--- config.mk ---
export PLATFORM = sky130hd
export DESIGN_NAME = block_list_fit_allocator_top
export DESIGN_NICKNAME = d
export VERILOG_FILES = /design/src/hw/rtl/bfa_pkg.sv /design/src/hw/rtl/bfa_table.sv /design/src/hw/rtl/block_list_fit_allocator_top.sv
export SDC_FILE = /design/constraint.sdc
export NUM_CORES = 2
export LEC_CHECK = 0
export BUFFER_PORTS_ARGS = -buffer_cell sky130_fd_sc_hd__clkbuf_2
export CELL_PAD_IN_SITES_DETAIL_PLACEMENT = 1
export CELL_PAD_IN_SITES_GLOBAL_PLACEMENT = 1
export CORE_UTILIZATION = 23
export DETAILED_ROUTE_END_ITERATION = 8
export PLACE_DENSITY_LB_ADDON = 0.1
export SLEW_MARGIN = 40
export SYNTH_ARGS = -nofsm -noshare
export SYNTH_HDL_FRONTEND = slang
export SYNTH_SLANG_ARGS = --single-unit
--- constraint.sdc ---
create_clock -name clk -period 6.4 [get_ports clk]
set_input_delay 0.32 -clock clk [delete_from_list [all_inputs] [get_ports clk]]
set_output_delay 0.32 -clock clk [all_outputs]
set_load 0.05 [all_outputs]
--- src/hw/rtl/bfa_pkg.sv ---
// Shared constants, status codes and sequencer states of the block list allocator.
`timescale 1ns / 1ps
package bfa_pkg;

	localparam int DEF_MAX_BLOCKS = 16;
	localparam int DEF_HEAP_BYTES = 65536;
	localparam int GRANULE        = 32;
	localparam int HEADER_BYTES   = 32;
	localparam int REQ_W          = 17;
	localparam int ADDR_W         = 16;

	typedef enum logic [1:0] {
		ST_OK           = 2'd0,
		ST_EXHAUSTED    = 2'd1,
		ST_TABLE_FULL   = 2'd2,
		ST_UNKNOWN_ADDR = 2'd3
	} status_t;

	typedef enum logic [7:0] {
		S_IDLE = 8'b0000_0001,
		S_SCAN = 8'b0000_0010,
		S_NEXT = 8'b0000_0100,
		S_PLAN = 8'b0000_1000,
		S_WR1  = 8'b0001_0000,
		S_MOVE = 8'b0010_0000,
		S_WR2  = 8'b0100_0000,
		S_DONE = 8'b1000_0000
	} fsm_t;

endpackage

--- src/hw/rtl/bfa_table.sv ---
// Block table memory: one write port, one registered read port.
`timescale 1ns / 1ps
module bfa_table #(
	parameter int DEPTH = 16,
	parameter int AW    = 4,
	parameter int DW    = 8
) (
	input  logic          clk,
	input  logic [AW-1:0] rd_addr,
	output logic [DW-1:0] rd_data,
	input  logic          wr_en,
	input  logic [AW-1:0] wr_addr,
	input  logic [DW-1:0] wr_data
);

	logic [DW-1:0] mem_q [DEPTH];

	always_ff @(posedge clk) begin
		if (wr_en) begin
			mem_q[wr_addr] <= wr_data;
		end
		rd_data <= mem_q[rd_addr];
	end

endmodule

--- src/hw/rtl/block_list_fit_allocator_top.sv ---
// Top level of the block list allocator: sequencer over the block table.
// One request at a time; in_stall is high from acceptance until its result is
// loaded. A request scans the table entries in turn, then does its bookkeeping
// and, when a block is inserted or merged away, shifts the table entries behind
// it; the finished result may also wait for the previous beat to leave. The
// single read port of the block table makes scan and shift both walk it one
// entry a cycle. fit_mode is taken from cfg_wr_data when cfg_wr_en is high.
`timescale 1ns / 1ps
module block_list_fit_allocator_top import bfa_pkg::*; #(
	parameter int MAX_BLOCKS = DEF_MAX_BLOCKS,
	parameter int HEAP_BYTES = DEF_HEAP_BYTES
) (
	input  logic              clk,
	input  logic              arst_n,
	input  logic              cfg_wr_en,
	input  logic              cfg_wr_data,
	input  logic              in_valid,
	output logic              in_stall,
	input  logic              action,
	input  logic [REQ_W-1:0]  request_size,
	input  logic [ADDR_W-1:0] release_address,
	output logic              out_valid,
	input  logic              out_stall,
	output logic [1:0]        status,
	output logic [ADDR_W-1:0] payload_address
);

	localparam int IW = $clog2(MAX_BLOCKS);
	localparam int CW = $clog2(MAX_BLOCKS + 1);
	localparam int HW = $clog2(HEAP_BYTES + 1);
	localparam int SW = (HW > REQ_W + 1) ? HW : REQ_W + 1;
	localparam int AW = (HW + 1 > ADDR_W) ? HW + 1 : ADDR_W;
	localparam int EW = 1 + SW + HW;
	localparam logic [SW:0]   HEAP_LIM = (SW + 1)'(HEAP_BYTES);
	localparam logic [SW-1:0] HDR      = SW'(HEADER_BYTES);
	localparam logic [CW-1:0] CNT_MAX  = CW'(MAX_BLOCKS);

	typedef struct packed {
		logic          free;
		logic [SW-1:0] size;
		logic [HW-1:0] off;
	} entry_t;

	fsm_t state_q;
	logic fit_mode_q;
	logic [CW-1:0] count_q, count_n_q;
	logic [HW-1:0] heap_top_q, heap_n_q;
	logic act_q;
	logic [SW-1:0] need_q;
	logic [ADDR_W-1:0] addr_q;

	logic [CW-1:0] scan_i_q;
	logic rv_q;
	logic [IW-1:0] ri_q;
	entry_t prev_e_q;
	logic has_used_q;
	logic [CW-1:0] lu_q;
	logic found_q;
	logic [IW-1:0] pick_q;
	entry_t pick_e_q;
	logic [SW-1:0] slack_q;
	logic hit_q;
	logic [IW-1:0] hit_i_q;
	entry_t hit_e_q, hitp_e_q;

	logic wr1_en_q, wr2_en_q;
	logic [IW-1:0] wr1_addr_q, wr2_addr_q;
	entry_t wr1_e_q, wr2_e_q;
	logic mv_up_q;
	logic [1:0] mv_k_q;
	logic [CW:0] mv_src_q;
	logic [CW-1:0] mv_n_q;
	logic pend_q;
	logic [CW:0] pend_dst_q;
	logic [1:0] stat_n_q;
	logic [ADDR_W-1:0] pay_n_q;
	logic [1:0] res_status_q;
	logic [ADDR_W-1:0] res_addr_q;
	logic res_valid_q;

	logic [IW-1:0] rd_addr, wr_addr;
	logic [EW-1:0] rd_data;
	logic wr_en;
	entry_t wr_e, e;

	assign e = entry_t'(rd_data);

	bfa_table #(.DEPTH(MAX_BLOCKS), .AW(IW), .DW(EW)) u_table (
		.clk     (clk),
		.rd_addr (rd_addr),
		.rd_data (rd_data),
		.wr_en   (wr_en),
		.wr_addr (wr_addr),
		.wr_data (EW'(wr_e))
	);

	logic in_acc;
	logic [REQ_W:0] req_ext;
	logic [SW-1:0] e_slack;
	logic e_fits, alloc_take, rel_hit, stop, scan_end;
	logic [AW-1:0] e_pay;

	assign in_stall  = (state_q != S_IDLE);
	assign in_acc    = in_valid && !in_stall;
	assign out_valid = res_valid_q;
	assign status    = res_status_q;
	assign payload_address = res_addr_q;
	assign req_ext   = {1'b0, request_size} + (REQ_W + 1)'(GRANULE - 1);

	assign e_fits  = e.free && (e.size >= need_q);
	assign e_slack = e.size - need_q;
	assign e_pay   = AW'(e.off) + AW'(HEADER_BYTES);
	assign alloc_take = rv_q && !act_q && e_fits &&
		(!found_q || (fit_mode_q && (e_slack < slack_q)));
	assign rel_hit  = rv_q && act_q && !e.free && (e_pay == AW'(addr_q));
	assign stop     = (rv_q && !act_q && e_fits && !fit_mode_q) || rel_hit;
	assign scan_end = stop || (!rv_q && (scan_i_q >= count_q));

	// plan of table updates
	logic p_split, p_nf, p_pf;
	logic [SW:0] p_grow;
	logic [CW-1:0] p_pos, p_dst0;
	logic [CW:0] p_src0;
	logic [1:0] p_k;
	logic [SW-1:0] p_add_p, p_add_n;
	logic [AW-1:0] p_pick_pay, p_top_pay;
	entry_t nx;

	assign nx        = e;
	assign p_split   = (slack_q >= HDR) && (count_q < CNT_MAX);
	assign p_grow    = (SW + 1)'(heap_top_q) + (SW + 1)'(HEADER_BYTES) + {1'b0, need_q};
	assign p_pos     = has_used_q ? lu_q : count_q;
	assign p_nf      = ((CW'(hit_i_q) + CW'(1)) < count_q) && nx.free;
	assign p_pf      = (hit_i_q != '0) && hitp_e_q.free;
	assign p_k       = {1'b0, p_nf} + {1'b0, p_pf};
	assign p_dst0    = p_pf ? CW'(hit_i_q) : CW'(hit_i_q) + CW'(1);
	assign p_src0    = {1'b0, p_dst0} + (CW + 1)'(p_k);
	assign p_add_p   = p_pf ? hitp_e_q.size + HDR : '0;
	assign p_add_n   = p_nf ? nx.size + HDR : '0;
	assign p_pick_pay = AW'(pick_e_q.off) + AW'(HEADER_BYTES);
	assign p_top_pay  = AW'(heap_top_q) + AW'(HEADER_BYTES);

	always_comb begin
		rd_addr = scan_i_q[IW-1:0];
		wr_en   = 1'b0;
		wr_addr = wr1_addr_q;
		wr_e    = wr1_e_q;
		unique case (state_q)
			S_NEXT: begin
				rd_addr = hit_i_q + IW'(1);
			end
			S_WR1: begin
				wr_en = wr1_en_q;
			end
			S_MOVE: begin
				rd_addr = mv_src_q[IW-1:0];
				wr_en   = pend_q;
				wr_addr = pend_dst_q[IW-1:0];
				wr_e    = e;
			end
			S_WR2: begin
				wr_en   = wr2_en_q;
				wr_addr = wr2_addr_q;
				wr_e    = wr2_e_q;
			end
			default: begin
				rd_addr = scan_i_q[IW-1:0];
			end
		endcase
	end

	always_ff @(posedge clk or negedge arst_n) begin
		if (!arst_n) begin
			state_q     <= S_IDLE;
			fit_mode_q  <= 1'b0;
			count_q     <= '0;
			heap_top_q  <= '0;
			res_valid_q <= 1'b0;
			rv_q        <= 1'b0;
			pend_q      <= 1'b0;
		end else begin
			if (cfg_wr_en) begin
				fit_mode_q <= cfg_wr_data;
			end
			if (res_valid_q && !out_stall && (state_q != S_DONE)) begin
				res_valid_q <= 1'b0;
			end
			unique case (state_q)
				S_IDLE: begin
					if (in_acc) begin
						act_q      <= action;
						need_q     <= SW'({req_ext[REQ_W:5], 5'b0});
						addr_q     <= release_address;
						scan_i_q   <= '0;
						rv_q       <= 1'b0;
						found_q    <= 1'b0;
						hit_q      <= 1'b0;
						has_used_q <= 1'b0;
						slack_q    <= '0;
						state_q    <= S_SCAN;
					end
				end
				S_SCAN: begin
					if (scan_i_q < count_q) begin
						scan_i_q <= scan_i_q + CW'(1);
						ri_q     <= scan_i_q[IW-1:0];
						rv_q     <= 1'b1;
					end else begin
						rv_q <= 1'b0;
					end
					if (rv_q) begin
						prev_e_q <= e;
						if (!e.free) begin
							has_used_q <= 1'b1;
							lu_q       <= CW'(ri_q) + CW'(1);
						end
					end
					if (alloc_take) begin
						found_q  <= 1'b1;
						pick_q   <= ri_q;
						pick_e_q <= e;
						slack_q  <= e_slack;
					end
					if (rel_hit) begin
						hit_q    <= 1'b1;
						hit_i_q  <= ri_q;
						hit_e_q  <= e;
						hitp_e_q <= prev_e_q;
					end
					if (scan_end) begin
						rv_q    <= 1'b0;
						state_q <= act_q ? S_NEXT : S_PLAN;
					end
				end
				S_NEXT: begin
					state_q <= S_PLAN;
				end
				S_PLAN: begin
					wr1_en_q     <= 1'b0;
					wr2_en_q     <= 1'b0;
					mv_n_q       <= '0;
					mv_up_q      <= 1'b1;
					mv_k_q       <= 2'd1;
					mv_src_q     <= (CW + 1)'(count_q) - (CW + 1)'(1);
					pend_q       <= 1'b0;
					count_n_q    <= count_q;
					heap_n_q     <= heap_top_q;
					stat_n_q     <= ST_OK;
					pay_n_q      <= '0;
					if (act_q) begin
						if (!hit_q) begin
							stat_n_q <= ST_UNKNOWN_ADDR;
						end else begin
							wr1_en_q      <= 1'b1;
							wr1_addr_q    <= p_pf ? hit_i_q - IW'(1) : hit_i_q;
							wr1_e_q.free  <= 1'b1;
							wr1_e_q.off   <= p_pf ? hitp_e_q.off : hit_e_q.off;
							wr1_e_q.size  <= hit_e_q.size + p_add_p + p_add_n;
							mv_up_q       <= 1'b0;
							mv_k_q        <= p_k;
							mv_src_q      <= p_src0;
							mv_n_q        <= (p_k != 2'd0 && p_src0 < (CW + 1)'(count_q)) ?
								CW'((CW + 1)'(count_q) - p_src0) : '0;
							count_n_q     <= count_q - CW'(p_k);
						end
					end else if (found_q) begin
						pay_n_q       <= p_pick_pay[ADDR_W-1:0];
						wr1_en_q      <= 1'b1;
						wr1_addr_q    <= pick_q;
						wr1_e_q.free  <= 1'b0;
						wr1_e_q.off   <= pick_e_q.off;
						wr1_e_q.size  <= p_split ? need_q : pick_e_q.size;
						if (p_split) begin
							mv_n_q        <= count_q - CW'(pick_q) - CW'(1);
							wr2_en_q      <= 1'b1;
							wr2_addr_q    <= pick_q + IW'(1);
							wr2_e_q.free  <= 1'b1;
							wr2_e_q.off   <= HW'(SW'(pick_e_q.off) + HDR + need_q);
							wr2_e_q.size  <= slack_q - HDR;
							count_n_q     <= count_q + CW'(1);
						end
					end else if (p_grow > HEAP_LIM) begin
						stat_n_q <= ST_EXHAUSTED;
					end else if (count_q >= CNT_MAX) begin
						stat_n_q <= ST_TABLE_FULL;
					end else begin
						pay_n_q       <= p_top_pay[ADDR_W-1:0];
						mv_n_q        <= count_q - p_pos;
						wr2_en_q      <= 1'b1;
						wr2_addr_q    <= p_pos[IW-1:0];
						wr2_e_q.free  <= 1'b0;
						wr2_e_q.off   <= heap_top_q;
						wr2_e_q.size  <= need_q;
						count_n_q     <= count_q + CW'(1);
						heap_n_q      <= HW'(p_grow);
					end
					state_q <= S_WR1;
				end
				S_WR1: begin
					state_q <= S_MOVE;
				end
				S_MOVE: begin
					if (mv_n_q != '0) begin
						mv_n_q     <= mv_n_q - CW'(1);
						pend_q     <= 1'b1;
						pend_dst_q <= mv_up_q ? mv_src_q + (CW + 1)'(1) :
							mv_src_q - (CW + 1)'(mv_k_q);
						mv_src_q   <= mv_up_q ? mv_src_q - (CW + 1)'(1) :
							mv_src_q + (CW + 1)'(1);
					end else begin
						pend_q <= 1'b0;
						if (!pend_q) begin
							state_q <= S_WR2;
						end
					end
				end
				S_WR2: begin
					state_q <= S_DONE;
				end
				S_DONE: begin
					if (!res_valid_q || !out_stall) begin
						res_valid_q  <= 1'b1;
						res_status_q <= stat_n_q;
						res_addr_q   <= pay_n_q;
						count_q      <= count_n_q;
						heap_top_q   <= heap_n_q;
						state_q      <= S_IDLE;
					end
				end
				default: begin
					state_q <= S_IDLE;
				end
			endcase
		end
	end

endmodule

==> summary.md <==
| Metric | Value |
|---|---|
| Status | `finished clean` |
| First-pass iteration count of the detailed router | `6` |
| Fmax | `0.181 GHz` |
| Final instance area | `0.0540 mm2` |
| # IOs | `60` |
| Residual DRC count | `0` |
| CTS max path bufs | `3` |
| H-tree depth | `4` |
| Hold Vio Cnt, Final | `0` |
| Routed Antenna Nets | `0` |
| Worst R2R Start | `hit_i_q[0]` |
| Post-synth EDFFs | `947` |
| Final Routed Wirelength | `157000 um` |
| Clock Sinks | `1017` |
| Post-CTS sizing | `0` |
| Number of max-cap violations | `0` |
| DR iter-0 viols | `1556` |
| Proportion of layout cells with a drive suffix above 1 | `0.115` |
| WL met2 | `72900 um` |
| Final period util | `0.865` |
| Area taken by multi-input logic gates | `0.0145 mm2` |
| Post-DP Area | `0.0496 mm2` |
| P_leak | `18.4 nW` |
| Netlist cell types | `87` |
| Synth top area cells | `edfxtp_1 (63%), nand2_1 (4.4%), ha_1 (3.6%), a211oi_1 (3.2%), nor2b_1 (2.2%)` |
| Final setup violation count | `0` |
| GPL Wtd Cong | `0.777` |
| Number of synthesized register bits | `1017` |
| Initial Util | `0.232` |
| Pin count of the biggest net entering global routing | `142` |
| Core area | `0.196 mm2` |
| Root cell of the clock tree | `clkbuf_16` |
| Sequential standard cell area | `0.0300 mm2` |
| Area delta synth->final | `18.9%` |
| Worst Max-Slew Pin Slew | `878 ps` |
| Worst slew margin | `0.415` |
| DR vias | `28800` |
| Worst EP required | `6860 ps` |
| Mean post-synth cell area | `13.0 um2` |
| Final Slew Violations | `0` |
| Setup TNS | `0 ps` |
| Clock-pin slew on the worst setup and hold paths | `60 ps` |
| Post-Route M1 WL | `76700 um` |
| Hold Path End | `need_q[5]` |
| FF-to-FF End | `wr1_e_q[34]` |
| R2R setup slack | `860 ps` |
| CTS Buf Count | `130` |
| Fraction of registers with async set/reset | `0.0334` |
| Post-Place Worst Slack | `723 ps` |
| Fill count | `21100` |
| Reg2reg path depth | `23` |
| Tot GR Track Use | `0.158` |
| TritonCTS clock tree | `yes` |
| Pwr per Cell Area | `341 mW/mm2` |
| Max IR drop VDD | `0.272 mV` |
| RSZ-0062 raised after global routing | `no` |
| Clock skew | `39.3 ps` |
| Die height | `447 um` |
| Crit path max fanout | `7` |
| Post-synth top area share | `0.625` |
| Syn_nets | `3704` |
| # port buffers | `59` |
| Initial antenna violation count | `15` |
| Hold Startpoint | `request_size[5]` |
| WL met3 | `4230 um` |
| Crit Path Class | `flip-flop to flip-flop` |
| Hold Path Depth | `3` |
| CP Launch Type | `flip-flop` |
| CP endpoint kind | `flip-flop` |
| Die Area | `0.199 mm2` |
| YS warnings | `0` |
| Vias per inst | `4.51` |
| Hpwl dp | `99500 um` |
| Post-synthesis cell count | `3506` |
| Top sig layer | `met4` |
| Arrival @ worst endpoint | `5990 ps` |
| PnR worst setup slack | `863 ps` |
| Seq/Total Area, Yosys | `0.660` |
| Worst Hold Class | `input port to flip-flop` |
| Total grt overflow | `0` |
| Final min period | `5540 ps` |
| Vias in the first global route | `30300` |
| Die width | `447 um` |
| Worst skew pair latency | `780 ps` |
| Wirelength per Cell | `24.6 um` |
| Predominant post-synthesis flop cell | `edfxtp_1` |
| Synthesized cell area | `0.0455 mm2` |
| First-pass GRT wire length | `226000 um` |
| Cell taking the most area after synthesis | `edfxtp_1` |
| Layout Nets | `3864` |
| Final hold slack | `128 ps` |
| Row cnt | `162` |
| Post-CTS Setup Inserts | `0` |
-- through the flow --
stage | utilization | std cells | power, mW
global route | 0.276 | 6393 | 19.4
CTS | 0.276 | 6392 | 18.8
finish | 0.276 | 6393 | 18.4
global placement | 0.253 | 6113 | 11.6
floorplan | - | 3506 | 10.1
detailed placement | 0.254 | 6118 | 11.6
-- final cells by class --
cell class	count	share of cell area
Inverter	112	0.00783
Tap cell	2624	0.0608
Antenna cell	1	0.0000463
Clock inverter	49	0.00769
Multi-Input combinational cell	2194	0.267
Clock buffer	185	0.0669
Sequential cell	1017	0.555
Timing Repair Buffer	211	0.0339
-- synth_stat cells, types with 31 or more instances --
master	count
nor2b_1	160
a21oi_1	144
xnor2_1	96
nor2_1	154
dfrtp_1	33
xor2_1	61
ha_1	131
edfxtp_1	947
dfxtp_1	36
and2_1	31
o21ai_0	85
a22oi_1	41
a31oi_1	105
nand3_1	69
a211oi_1	191
inv_1	110
nand2_1	530
a311oi_1	73
clkbuf_1	123
-- state kept, by name (all words and copies together), names as in the netlist, 8 cells and up --
signal,count
heap_n_q,17
u_table.mem_q,576
hit_e_q,35
payload_address,16
pay_n_q,16
u_table.rd_data,36
wr2_e_q,36
slack_q,18
pick_e_q,35
wr1_e_q,36
heap_top_q,17
state_q,8
addr_q,16
need_q,13
prev_e_q,36
hitp_e_q,36
-- layout by cell type, fill, tap and decap left out, types with 40 or more instances in the layout --
cell,synthesis,routed
nand2_1,530,524
clkbuf_1,123,45
xnor2_1,96,96
buf_4,13,88
inv_1,110,108
a311oi_1,73,73
ha_1,131,131
a31oi_1,105,105
a22oi_1,41,41
nor2b_1,160,159
nor2_1,154,135
a211oi_1,191,190
clkbuf_2,0,59
o21ai_0,85,84
clkbuf_16,0,135
a21oi_1,144,142
nand3_1,69,68
xor2_1,61,61
dlygate4sd3_1,0,40
edfxtp_1,947,947
-- how the worst max path moves through the flow --
| stage | start | depth (start not counted) | endpoint | slack (ps) |
|---|---|---|---|---|
| floorplan | need_q[6] | 18 | found_q | 810 |
| global placement | hit_i_q[0] | 23 | wr1_e_q[34] | 770 |
| detailed placement | hit_i_q[0] | 23 | wr1_e_q[34] | 720 |
| CTS | hit_i_q[0] | 23 | wr1_e_q[34] | 680 |
| global route | hit_i_q[0] | 23 | wr1_e_q[34] | 330 |
| finish | hit_i_q[0] | 23 | wr1_e_q[34] | 860 |
-- repair_timing --
action	CTS	global route
hold buffers	40	0
endpoints found under the setup margin	0	0
hold endpoints to repair	68	0
-- critical path: stages, from the launching register on --
cell and delay [ps]:
edfxtp_1 500, inv_1 130, ha_1 370, ha_1 280, a21boi_0 120, o21a_1 190, o21a_1 160, o21ai_0 140
nand3b_1 310, inv_1 380, nand2_1 120, fa_1 390, inv_1 70, ha_1 180, fa_1 220, a21oi_1 90
o21bai_1 200, nand2_1 120, a21boi_0 390, a21boi_0 200, a21oi_1 290, a31oi_1 140, xnor2_1 170, a21oi_1 80
-- metal layers --
metal / track usage / up-vias
li1: - / 13400
met3: 0.0225 / 174
met2: 0.255 / 348
met4: 0.0431 / 0
met5: 0 / -
met1: 0.220 / 14900
-- report_power, final --
part | switching (mW) | internal [mW] | total [mW]
clock | 2.96 | 4.07 | 7.03
combinational | 2.20 | 1.16 | 3.37
sequential | 0.444 | 7.58 | 8.03
-- kinds of logic after synthesis --
kind of cell,synth area share
buf+inv,0.0275
fa+ha+maj,0.0479
mux,0.0114
flops,0.660
simple gates,0.111
compound gates,0.112
xor+xnor,0.0302
No activity file was read; power rests on OpenSTA's default activity.
